[config.mk]
export PLATFORM = sky130hd
export DESIGN_NAME = ies_ram
export DESIGN_NICKNAME = d
export VERILOG_FILES = /design/src/rtl/instrument_envelope_sequencer_macros.svh /design/src/rtl/ies_ram.sv
export SDC_FILE = /design/constraint.sdc
export NUM_CORES = 1
export LEC_CHECK = 0
export BUFFER_PORTS_ARGS = -buffer_cell sky130_fd_sc_hd__buf_2
export CAP_MARGIN = 20
export CORE_MARGIN = 4
export CORE_UTILIZATION = 55
export CTS_BUF_LIST = sky130_fd_sc_hd__clkbuf_16
export CTS_CLUSTER_SIZE = 24
export DETAILED_ROUTE_END_ITERATION = 12
export PLACE_DENSITY = 0.73
export SLEW_MARGIN = 10
export SYNTH_ARGS = -nofsm -noshare
export SYNTH_HDL_FRONTEND = slang
export SYNTH_SLANG_ARGS = --single-unit
[constraint.sdc]
create_clock -name clk -period 1.85 [get_ports clk]
set_input_delay 0.185 -clock clk [delete_from_list [all_inputs] [get_ports clk]]
set_output_delay 0.185 -clock clk [all_outputs]
set_load 0.01 [all_outputs]
[src/rtl/instrument_envelope_sequencer_macros.svh]
// Assertion helpers used by the sequencer RTL.
`ifndef INSTRUMENT_ENVELOPE_SEQUENCER_MACROS_SVH
`define INSTRUMENT_ENVELOPE_SEQUENCER_MACROS_SVH

// Same-cycle implication, masked while reset is applied.
`define IES_ASSERT_IMPLY(label, clk, rst_n, ante, cons, msg) \
  label: assert property (@(posedge clk) disable iff (!rst_n) (ante) |-> (cons)) \
    else $error(msg);

// Next-cycle implication, masked while reset is applied.
`define IES_ASSERT_NEXT(label, clk, rst_n, ante, cons, msg) \
  label: assert property (@(posedge clk) disable iff (!rst_n) (ante) |=> (cons)) \
    else $error(msg);

`endif

[src/rtl/ies_ram.sv]
`timescale 1ns / 1ps
module ies_ram #(
  parameter int WIDTH = 8,
  parameter int DEPTH = 16
) (
  input  logic                                     clk,
  input  logic                                     we,
  input  logic [(DEPTH > 1 ? $clog2(DEPTH) : 1)-1:0] waddr,
  input  logic [WIDTH-1:0]                         wdata,
  input  logic                                     re,
  input  logic [(DEPTH > 1 ? $clog2(DEPTH) : 1)-1:0] raddr,
  output logic [WIDTH-1:0]                         rdata
);

  logic [WIDTH-1:0] mem [DEPTH];

  // Read-first: a read at the write address returns the old word
  always_ff @(posedge clk) begin
    if (we) mem[waddr] <= wdata;
    if (re) rdata <= mem[raddr];
  end

endmodule

== Yosys cells after proc, flatten, opt, wreduce, memory -nomap -nowiden ==
Memories as Yosys holds them, arrays and structs flattened. A register that Yosys moved wholly into a read port is not among the register bits.
Cells that the tools add are included.
W data, S select, Z words.
Word-level totals
  output and inout port bits: 8
  input port bits: 19
  word-level logic and storage cells: 3
  register bits: 0
  memories: 1
  bits in writable memories: 128
Memories
  mem: words 16, bits a word 8, rd ports 1, clocked after Yosys merged registers in 1, write ports 1, line ies_ram.sv:15  | logic [WIDTH-1:0] mem [DEPTH];
Cells by class
  mux-type cells: 2
Operators by type and width (number)
  $mux W1: 2

== Longest topological paths before layout ==
Gate-level depths: netlist of run 1.
  word-level depth: 2
  gate-level depth with buffers: 5
  gate-level depth less buffers: 3

== Worst setup path before layout of run 1 ==
Ideal clock, no wire load.
  path kind: input -> register
  start: input port waddr[2] (netlist bit)
  end: memory mem[0][0] (enable)
  stages on the path: 2
  data required time: 1467 ps
  data arrival time: 1295 ps
  buffers on the path: 0
  setup time: 383 ps
  slack: 172 ps
  cell sequence: or3b_2 -> nor3_1
RTL lines
  from (decl): line ies_ram.sv:8  | input logic [(DEPTH > 1 ? $clog2(DEPTH) : 1)-1:0] waddr,
  to (decl): line ies_ram.sv:15
No word-level cell before the write port.

==> parameters.txt, run 1 <==
Parameter                              Value

Setup path
  Critical path's largest stage delay ... 510 ps
  Crit path kind ... flop to flop
  Launch point of the worst reg-to-reg path ... mem[2][1]
  Worst Path Arrival ... 1700 ps
  Crit path buffers/inverters ... 0
  Required @ worst endpoint ... 2000 ps
  Worst Setup SP ... mem[2][1]
  Cell Chain, Critical Path ... mux4_1, a22oi_1, nand2_1
  Family with the most delay on the worst path ... multiplexers
  Startpoint types ... flop
  Critical-path top delay cell ... mux4_1
  Kind of end point of the critical path ... flop
  Critical path peak fanout ... 1

Timing
  Setup skew after layout ... 8.983 ps
  Final hold violation count ... 0
  Maximum operating frequency ... 647.2 MHz
  Final number of setup-violating endpoints ... 0
  RSZ-0062 raised after global routing ... false
  Worst Hold Slack ... 154.9 ps
  Remaining max-slew budget at the tightest pin ... 75.04%
  Shortest period the worst path allows ... 1545 ps
  Fraction of the cycle the final worst path needs ... 83.52%
  Slew at the pin closest to its max-slew limit ... 374.4 ps
  Final count of pins violating max slew ... 0
  Setup total negative slack ... 0 ps

Logic synthesis
  Post-Synthesis Net Count ... 248
  Ys async rst share ... 0%
  Total standard cell area after synthesis ... 5228 um2
  Instance count of the mapped netlist ... 229
  Post-synthesis register bit count ... 136
  Number of flops mapped to enable cells by yosys ... 136
  Post-synthesis sequential area ratio ... 78.12%
  Yosys Warn Count ... 0
  Synthesized area divided by synthesized cell count ... 22.83 um2
  Most instantiated flip-flop cell in the synthesis netlist ... edfxtp_1
  Distinct cells, synth ... 18

Placement
  IO Port Bufs ... 26
  Post-Place Cell Area ... 5635 um2
  Detailed-placement wirelength estimate ... 6397 um
  Last weighted congestion value of the routability-driven placer ... 0.7464

Finish
  Most common cell after layout, fill and taps aside ... edfxtp_1
  Area used by multi-input combinational logic ... 1057 um2
  Area growth syn-to-layout ... 19.51%
  Nets ... 305
  Most frequent cells in the layout ... edfxtp_1 (136), buf_2 (26), buf_4 (19), mux4_2 (18), clkbuf_16 (17)
  Ant diodes ... 0
  Fillers ... 570
  Sequential cell area ... 4084 um2
  Non-Filler Cell Area, Final ... 6247 um2
  Layout cell share with drive strength beyond 1 ... 31.77%

Power and ir drop
  Peak supply drop ... 801.6 uV
  Pwr dens ... 1159 nW/um2
  Power consumption ... 7.242 mW
  Leakage Power ... 2.139 nW

Floorplanning
  Y dimension of the die ... 105.5 um
  Core area ... 9240 um2
  Starting Density ... 56.57%
  I/O Pins ... 27
  Die Area ... 11,130 um2
  Number of rows created at floorplan ... 35
  Width of the die ... 105.5 um

Route
  Number of vias per cell after detailed routing ... 5.834
  Detail-routed net length per standard cell ... 24.06 um
  Total routed wirelength ... 10,300 um
  Number of iterations in the first detailed-routing pass ... 4
  Number of DRC markers in iteration 0 ... 299
  Total number of vias ... 2,497
  Antenna violation net count after detailed routing ... 0
  DR DRC count ... 0

Global routing
  Total grt overflow ... 0
  Global-route wire length before repair ... 15,970 um
  Pin count of the biggest net entering global routing ... 20
  Antenna violations before repair ... 0
  Vias in the first global route ... 2,629
  Total routing resource utilization after global routing ... 20.66%

CTS
  TritonCTS Buffers ... 17
  Clock latency at the later pin of the worst-skew pair ... 410 ps
  Clock tree from TritonCTS ... yes
  CTS Root Cell ... clkbuf_16
  Number of resized instances in the post-cts repair step ... 0
  Number of buffers inserted by post-CTS setup repair ... 0
  Largest buffer count on any clock path ... 2
  Number of H-tree levels ... 4
  Clock Pin Slew Worst Setup and Hold Paths ... 60 ps
  Post-CTS Hold Fix Bufs ... 0
  TritonCTS Sinks ... 136

Run status
  Outcome ... finished clean

Min path
  Kind of path behind the tightest hold check ... primary input to flop
  Start point of the worst hold path ... re

Run
  Maxcap violations ... 0
[through the flow]
step,util (%),worst slack [ps],cells
floorplan,-,172.1,229
global placement,60.99,141.2,396
detailed placement,60.99,104.7,396
CTS,67.61,274.5,428
global route,67.61,219.7,428
finish,67.61,304.8,428
[power by group]
part           internal, mW  total [mW]  switching [mW]
clock network          2.23        3.42            1.19
logic                 0.143       0.331           0.188
registers              3.47        3.49          0.0204
[worst register-to-register path, cell delays in order, from the launching register on]
cell      delay (ps)
edfxtp_1         380
mux4_1           510
a22oi_1          290
nand2_1          100
[final timing paths]
check                   to  slack (ps)  cells after the start
hold / removal    rdata[4]         150                      1
hold reg to reg   rdata[2]         760                      3
setup / recovery  rdata[1]         300                      3
setup reg to reg  rdata[1]         300                      3
[Yosys cell counts (2+ instances only)]
cell type / n / share of area [%]
mux4_2: 18 / 7.8
nand2b_1: 2 / 0.24
nand2_1: 9 / 0.65
mux4_1: 14 / 7.0
nor2_1: 13 / 0.93
nand3b_1: 2 / 0.29
nor3_1: 4 / 0.38
buf_6: 3 / 0.65
buf_2: 3 / 0.29
edfxtp_1: 136 / 78
clkdlybuf4s25_2: 3 / 0.57
a22oi_1: 16 / 2.3
[routing by layer]
layer  routed length (um)  part of all wire [%]  vias to the layer above  GRT usage (%)
li1                     -                     -                     1094              -
met1                 4197                    41                     1290          28.48
met2                 5303                    52                      102          31.92
met3                  666                   6.5                       11          5.879
met4                  128                   1.2                        0          7.678
met5                    0                     0                        -              0
[cell type report]
type | instances | area share [%]
clock buffers | 17 | 6.810
clock inverters | 15 | 2.984
multi-input cells | 83 | 16.92
flip-flops and latches | 136 | 65.37
well taps | 129 | 2.584
repair buffers | 48 | 5.327
[state kept, by name, summed over array words and instances (netlist names)]
register	flops
mem	128
rdata	8
[logic make-up after synthesis]
family,Yosys count,share of synthesized area [%]
flops,136,78.12
simple gates,35,3.136
mux,32,14.79
compound gates,16,2.298
buf+inv,10,1.651
No activity file was read; power rests on OpenSTA's default activity.
==> run 2: changes to the inputs <==
ABC_AREA = 1   (was unset)
PLACE_DENSITY = 0.75   (was 0.73)
clock period = 1.3 ns   (was 1.85 ns; I/O delays follow)
==> run 2 against run 1 <==
Net effect: register-to-register slack worse by 200 ps; highest routed layer unchanged; largest power group is now the clock network; synthesized cell count up 140%; clock power up 56%.
==> parameters.txt, run 2 <==
Parameter                              Value

Finish
  Area growth syn-to-layout ... 17.74% (was 19.51%)
  Most common cell after layout, fill and taps aside ... nand2_1 (was edfxtp_1)
  Ant diodes ... 0 (unchanged)
  Non-Filler Cell Area, Final ... 6884 um2 (was 6247 um2)
  Register bank with the most flops ... mem (unchanged)
  Final cell count without fillers ... 747 (was 428)
  Largest registers ... mem (128), rdata (8) (unchanged)
  Layout cell share with drive strength beyond 1 ... 13.26% (was 31.77%)
  Most frequent cells in the layout ... nand2_1 (173), edfxtp_1 (136), inv_1 (102), nand3_1 (97), buf_2 (26) (was edfxtp_1 (136), buf_2 (26), buf_4 (19), mux4_2 (18), clkbuf_16 (17))
  Nets ... 617 (was 305)
  End-of-flow core utilization ... 66.68% (was 67.61%)
  Number of flip-flops under the largest register name ... 128 (unchanged)

Timing
  Final count of pins violating max slew ... 0 (unchanged)
  RSZ-0062 raised after global routing ... false (unchanged)
  Maximum operating frequency ... 837.1 MHz (was 647.2 MHz)
  Worst setup slack after layout ... 105.4 ps (was 304.8 ps)
  Worst Hold Slack ... 84.47 ps (was 154.9 ps)
  Final number of setup-violating endpoints ... 0 (unchanged)
  Shortest period the worst path allows ... 1195 ps (was 1545 ps)
  Slew at the pin closest to its max-slew limit ... 617.3 ps (was 374.4 ps)
  Setup total negative slack ... 0 ps (unchanged)
  Setup skew after layout ... 5.645 ps (was 8.983 ps)
  Remaining max-slew budget at the tightest pin ... 58.79% (was 75.04%)
  Final hold violation count ... 0 (unchanged)
  Fraction of the cycle the final worst path needs ... 91.89% (was 83.52%)

Logic synthesis
  Total standard cell area after synthesis ... 5847 um2 (was 5228 um2)
  Synthesized area divided by synthesized cell count ... 10.61 um2 (was 22.83 um2)
  Post-synthesis sequential area ratio ... 69.85% (was 78.12%)
  Ys async rst share ... 0% (unchanged)
  Post-Synthesis Net Count ... 570 (was 248)
  Distinct cells, synth ... 11 (was 18)
  Largest area contributor in the synthesized netlist ... edfxtp_1 (unchanged)
  Leading cell type by number of instances after synthesis ... nand2_1 (was edfxtp_1)
  Leading post-synthesis cells by cell area ... edfxtp_1 (70%), nand2_1 (11%), nand3_1 (8.3%) (was edfxtp_1 (78%), mux4_2 (7.8%), mux4_1 (7.0%))
  Portion of synthesized cell area occupied by the leading cell type ... 69.85% (was 78.12%)
  Instance count of the mapped netlist ... 551 (was 229)
  Yosys Warn Count ... 0 (unchanged)
  Synth top cells by count ... nand2_1 (173), edfxtp_1 (136), inv_1 (100), nand3_1 (97), nor2_1 (17) (was edfxtp_1 (136), mux4_2 (18), a22oi_1 (16), mux4_1 (14), nor2_1 (13))
  Post-synthesis register bit count ... 136 (unchanged)
  Most instantiated flip-flop cell in the synthesis netlist ... edfxtp_1 (unchanged)
  Number of flops mapped to enable cells by yosys ... 136 (unchanged)

Floorplanning
  Width of the die ... 111.1 um (was 105.5 um)
  Y dimension of the die ... 111.1 um (was 105.5 um)
  I/O Pins ... 27 (unchanged)
  Core area ... 10,320 um2 (was 9240 um2)
  Die Area ... 12,340 um2 (was 11,130 um2)
  Starting Density ... 56.64% (was 56.57%)
  Number of rows created at floorplan ... 37 (was 35)

Placement
  Detailed-placement wirelength estimate ... 8365 um (was 6397 um)
  Placed Cells ... 715 (was 396)
  Post-Place Cell Area ... 6226 um2 (was 5635 um2)
  Setup slack after placement ... -67.43 ps (was 104.7 ps)
  IO Port Bufs ... 26 (unchanged)
  Last weighted congestion value of the routability-driven placer ... 0.8999 (was 0.7464)

Run
  Maxcap violations ... 0 (unchanged)

CTS
  Post-CTS Hold Fix Bufs ... 0 (unchanged)
  Number of resized instances in the post-cts repair step ... 0 (unchanged)
  TritonCTS Sinks ... 136 (unchanged)
  Largest buffer count on any clock path ... 2 (unchanged)
  Clock tree from TritonCTS ... yes (unchanged)
  Number of buffers inserted by post-CTS setup repair ... 0 (unchanged)
  TritonCTS Buffers ... 17 (unchanged)
  Clock Pin Slew Worst Setup and Hold Paths ... 60 ps (about the same)
  Clock latency at the later pin of the worst-skew pair ... 420 ps (was 410 ps)
  Number of H-tree levels ... 4 (unchanged)
  CTS Root Cell ... clkbuf_16 (unchanged)

Min path
  Kind of path behind the tightest hold check ... primary input to flop (unchanged)

Setup path
  Required @ worst endpoint ... 1450 ps (was 2000 ps)
  Startpoint types ... flop (unchanged)
  Critical path peak fanout ... 1 (unchanged)
  Kind of end point of the critical path ... flop (unchanged)
  Worst Path Arrival ... 1350 ps (was 1700 ps)
  Crit path kind ... flop to flop (unchanged)

Route
  Number of DRC markers in iteration 0 ... 529 (was 299)
  Met2 WL post-DR ... 6916 um (was 5303 um)
  Total routed wirelength ... 14,100 um (was 10,300 um)
  DR DRC count ... 0 (unchanged)
  Top routing layer in use ... met4 (unchanged)
  Number of vias per cell after detailed routing ... 5.503 (was 5.834)
  Number of iterations in the first detailed-routing pass ... 6 (was 4)
  Total number of vias ... 4,111 (was 2,497)
  Detail-routed net length per standard cell ... 18.88 um (was 24.06 um)
  Wire length on met3 ... 1376 um (was 666 um)
  Routed metal-1 wirelength ... 5490 um (was 4197 um)
  Antenna violation net count after detailed routing ... 0 (unchanged)

Power and ir drop
  Power consumption ... 10.96 mW (was 7.242 mW)
  Pwr dens ... 1593 nW/um2 (was 1159 nW/um2)
  Leakage Power ... 3.006 nW (was 2.139 nW)
  Peak supply drop ... 1006 uV (was 801.6 uV)

Run status
  Outcome ... finished clean (unchanged)

Global routing
  Antenna violations before repair ... 0 (unchanged)
  Total routing resource utilization after global routing ... 23.39% (was 20.66%)
  Vias in the first global route ... 3,952 (was 2,629)
  Global-route wire length before repair ... 21,580 um (was 15,970 um)
  Total grt overflow ... 0 (unchanged)
  Pin count of the biggest net entering global routing ... 33 (was 20)
## run 2: critical path: stages, from the launching register on
cell and delay (ps):
edfxtp_1 360, inv_1 70, nand2_1 60, nand3_1 80, nand3_1 130, nand3_1 140, nand2_1 100
## run 2: path summary, 6_finish.rpt
| kind | start | endpoint | slack (ps) | depth (start not counted) |
|---|---|---|---|---|
| worst min-delay path | re | rdata[3] | 80 | 1 |
| worst min register to register | mem[3][3] | rdata[3] | 780 | 6 |
| worst max-delay path | mem[0][2] | rdata[2] | 110 | 6 |
| worst max register to register | mem[0][2] | rdata[2] | 110 | 6 |
## run 2: cells by family after synthesis
kind of cell	synth area share (%)
DFF	69.85
and+or+nand+nor	20.76
buffers and inverters	9.394
## run 2: routing by layer
layer / up-vias / track usage, %
met4: 0 / 6.245
met2: 240 / 38.43
met1: 1957 / 30.70
met5: - / 0
li1: 1874 / -
met3: 40 / 6.932
## run 2: area by class of cell
cell class | instances | area (um2)
flip-flops and latches | 136 | 4084
fillers | 762 | 3440
multi-input cells | 289 | 1214
clock buffers | 17 | 425.4
inverters | 102 | 382.9
repair buffers | 52 | 375.4
clock inverters | 15 | 232.7
well taps | 136 | 170.2
## run 2: report_power, final
group	internal [mW]	switching [mW]
Combinational	0.192	0.455
Clock	3.57	1.77
Sequential	4.94	0.0341
==> run 3: changes to the inputs <==
CORE_MARGIN = 2   (was 4)
==> run 3 against run 2 <==
Net effect: worst setup slack worse by 1.0 ps; clock skew up 1.5 ps; routed wire length down 8.2%; combinational power down 3.7%; sequential share of layout area up 0.74 points; critical path type unchanged; sequential power about the same.
==> parameters.txt, run 3 (synthesized netlist as in run 2, its figures left out) <==
Parameter                              Value

Finish
  End-of-flow core utilization ... 65.86% (was 66.68%)
  Number of flip-flops under the largest register name ... 128 (unchanged)
  Non-Filler Cell Area, Final ... 6799 um2 (was 6884 um2)
  Register bank with the most flops ... mem (unchanged)
  Most frequent cells in the layout ... nand2_1 (173), edfxtp_1 (136), inv_1 (102), nand3_1 (97), buf_2 (26) (unchanged)
  Fillers ... 777 (was 762)
  Layout cell share with drive strength beyond 1 ... 13.14% (was 13.26%)
  Area growth syn-to-layout ... 16.29% (was 17.74%)
  Most common cell after layout, fill and taps aside ... nand2_1 (unchanged)
  Nets ... 615 (was 617)
  Final cell count without fillers ... 745 (was 747)
  Largest registers ... mem (128), rdata (8) (unchanged)
  Ant diodes ... 0 (unchanged)

Placement
  IO Port Bufs ... 26 (unchanged)
  Last weighted congestion value of the routability-driven placer ... 0.8950 (was 0.8999)
  Detailed-placement wirelength estimate ... 7860 um (was 8365 um)
  Post-Place Cell Area ... 6211 um2 (was 6226 um2)
  Placed Cells ... 713 (was 715)

CTS
  Clock tree from TritonCTS ... yes (unchanged)
  CTS Root Cell ... clkbuf_16 (unchanged)
  TritonCTS Buffers ... 17 (unchanged)
  Clock latency at the later pin of the worst-skew pair ... 420 ps (about the same)
  Number of H-tree levels ... 4 (unchanged)
  Clock Pin Slew Worst Setup and Hold Paths ... 60 ps (about the same)
  TritonCTS Sinks ... 136 (unchanged)
  Number of buffers inserted by post-CTS setup repair ... 0 (unchanged)
  Number of resized instances in the post-cts repair step ... 0 (unchanged)
  Post-CTS Hold Fix Bufs ... 0 (unchanged)
  Largest buffer count on any clock path ... 2 (unchanged)

Timing
  Final count of pins violating max slew ... 0 (unchanged)
  Remaining max-slew budget at the tightest pin ... 60.28% (was 58.79%)
  Final hold violation count ... 0 (unchanged)
  Shortest period the worst path allows ... 1196 ps (was 1195 ps)
  Fraction of the cycle the final worst path needs ... 91.97% (was 91.89%)
  Maximum operating frequency ... 836.4 MHz (was 837.1 MHz)
  Slew at the pin closest to its max-slew limit ... 594.9 ps (was 617.3 ps)
  RSZ-0062 raised after global routing ... false (unchanged)
  Final number of setup-violating endpoints ... 0 (unchanged)
  Setup skew after layout ... 7.141 ps (was 5.645 ps)

Setup path
  Critical path peak fanout ... 1 (unchanged)
  Crit path kind ... flop to flop (unchanged)
  Startpoint types ... flop (unchanged)
  Cell Chain, Critical Path ... inv_1, nand2_1, nand3_1, nand3_1, nand3_1, nand2_1 (unchanged)
  Reg2Reg Depth ... 6 (unchanged)
  Required @ worst endpoint ... 1470 ps (was 1450 ps)
  Family with the most delay on the worst path ... simple AND/OR/NAND/NOR gates (unchanged)
  Launch point of the worst reg-to-reg path ... mem[5][4] (was mem[0][2])
  Critical-path top delay cell ... edfxtp_1 (unchanged)
  Reg2Reg Capture Point ... rdata[4] (was rdata[2])
  Dominant cell type by count on the critical path ... nand3_1 (unchanged)
  Kind of end point of the critical path ... flop (unchanged)
  FF-to-FF setup slack ... 100 ps (was 110 ps)
  Crit path buffers/inverters ... 1 (unchanged)
  Worst Path Arrival ... 1370 ps (was 1350 ps)
  Critical path's largest stage delay ... 350 ps (was 360 ps)

Global routing
  Global-route wire length before repair ... 20,950 um (was 21,580 um)
  Pin count of the biggest net entering global routing ... 40 (was 33)
  Total grt overflow ... 0 (unchanged)
  Vias in the first global route ... 3,944 (was 3,952)
  Antenna violations before repair ... 0 (unchanged)
  Total routing resource utilization after global routing ... 25.23% (was 23.39%)

Power and ir drop
  Leakage Power ... 2.955 nW (was 3.006 nW)
  Pwr dens ... 1518 nW/um2 (was 1593 nW/um2)
  Peak supply drop ... 882.7 uV (was 1006 uV)
  Power consumption ... 10.32 mW (was 10.96 mW)

Run status
  Outcome ... finished clean (unchanged)

Route
  Number of vias per cell after detailed routing ... 5.272 (was 5.503)
  Antenna violation net count after detailed routing ... 0 (unchanged)
  Number of iterations in the first detailed-routing pass ... 5 (was 6)
  Total number of vias ... 3,928 (was 4,111)
  DR DRC count ... 0 (unchanged)
  Total routed wirelength ... 12,940 um (was 14,100 um)
  Number of DRC markers in iteration 0 ... 332 (was 529)
  Detail-routed net length per standard cell ... 17.37 um (was 18.88 um)

Floorplanning
  I/O Pins ... 27 (unchanged)
  Core area ... 10,320 um2 (unchanged)
  Die Area ... 11,470 um2 (was 12,340 um2)
  Y dimension of the die ... 107.1 um (was 111.1 um)
  Width of the die ... 107.1 um (was 111.1 um)
  Starting Density ... 56.64% (unchanged)
  Number of rows created at floorplan ... 37 (unchanged)

Min path
  End point of the worst hold path ... rdata[6] (was rdata[3])
  Start point of the worst hold path ... re (unchanged)
  Worst hold path cell count ... 1 (unchanged)
  Kind of path behind the tightest hold check ... primary input to flop (unchanged)

Run
  Maxcap violations ... 0 (unchanged)
[run 3: cell types whose count changed in the layout (fill, tap and decap cells not counted), sizes merged]
| cell | delta |
|---|---|
| clkinvlp | +3 |
| buf | -2 |
| inv | -1 |
| bufinv | -3 |
| clkinv | +1 |
[run 3: per-stage QoR]
step                      setup WS (ps)  setup TNS [ps]  hold slack [ps]
after global placement           -55.77          -190.2            506.5
final                             104.4               0            77.72
after floorplan                   219.2               0            228.9
after detailed placement         -84.78          -352.5            503.1
after global routing              39.95               0            67.32
after CTS                         104.6               0            61.05
[run 3: where the power goes]
| part | internal [mW] | total [mW] | switching, mW |
|---|---|---|---|
| clock | 2.98 | 4.73 | 1.76 |
| combinational | 0.189 | 0.623 | 0.434 |
| sequential | 4.94 | 4.97 | 0.0261 |
| total | 8.11 | 10.3 | 2.22 |
[run 3: area by class of cell]
type | instances | area, um2 | area share, %
Clock inverter | 15 | 162.7 | 2.392
Tap cell | 136 | 170.2 | 2.503
Timing Repair Buffer | 50 | 360.3 | 5.300
Inverter | 102 | 382.9 | 5.631
Sequential cell | 136 | 4084 | 60.07
Clock buffer | 17 | 425.4 | 6.257
Multi-Input combinational cell | 289 | 1214 | 17.85
[run 3: per-layer routing]
layer	GRT usage (%)	vias up	part of all wire (%)
li1	-	1876	-
met1	33.92	1856	42
met2	38.92	175	48
met3	6.565	21	8.2
met4	11.22	0	2.5
met5	0	-	0
[run 3: how the worst max path moves through the flow]
| stage | from | end | depth (start not counted) |
|---|---|---|---|
| global route | mem[7][3] | rdata[3] | 6 |
| global placement | raddr[1] | rdata[0] | 6 |
| floorplan | waddr[2] | mem[10][0] | 2 |
| CTS | mem[5][4] | rdata[4] | 6 |
| finish | mem[5][4] | rdata[4] | 6 |
| detailed placement | raddr[1] | rdata[0] | 6 |
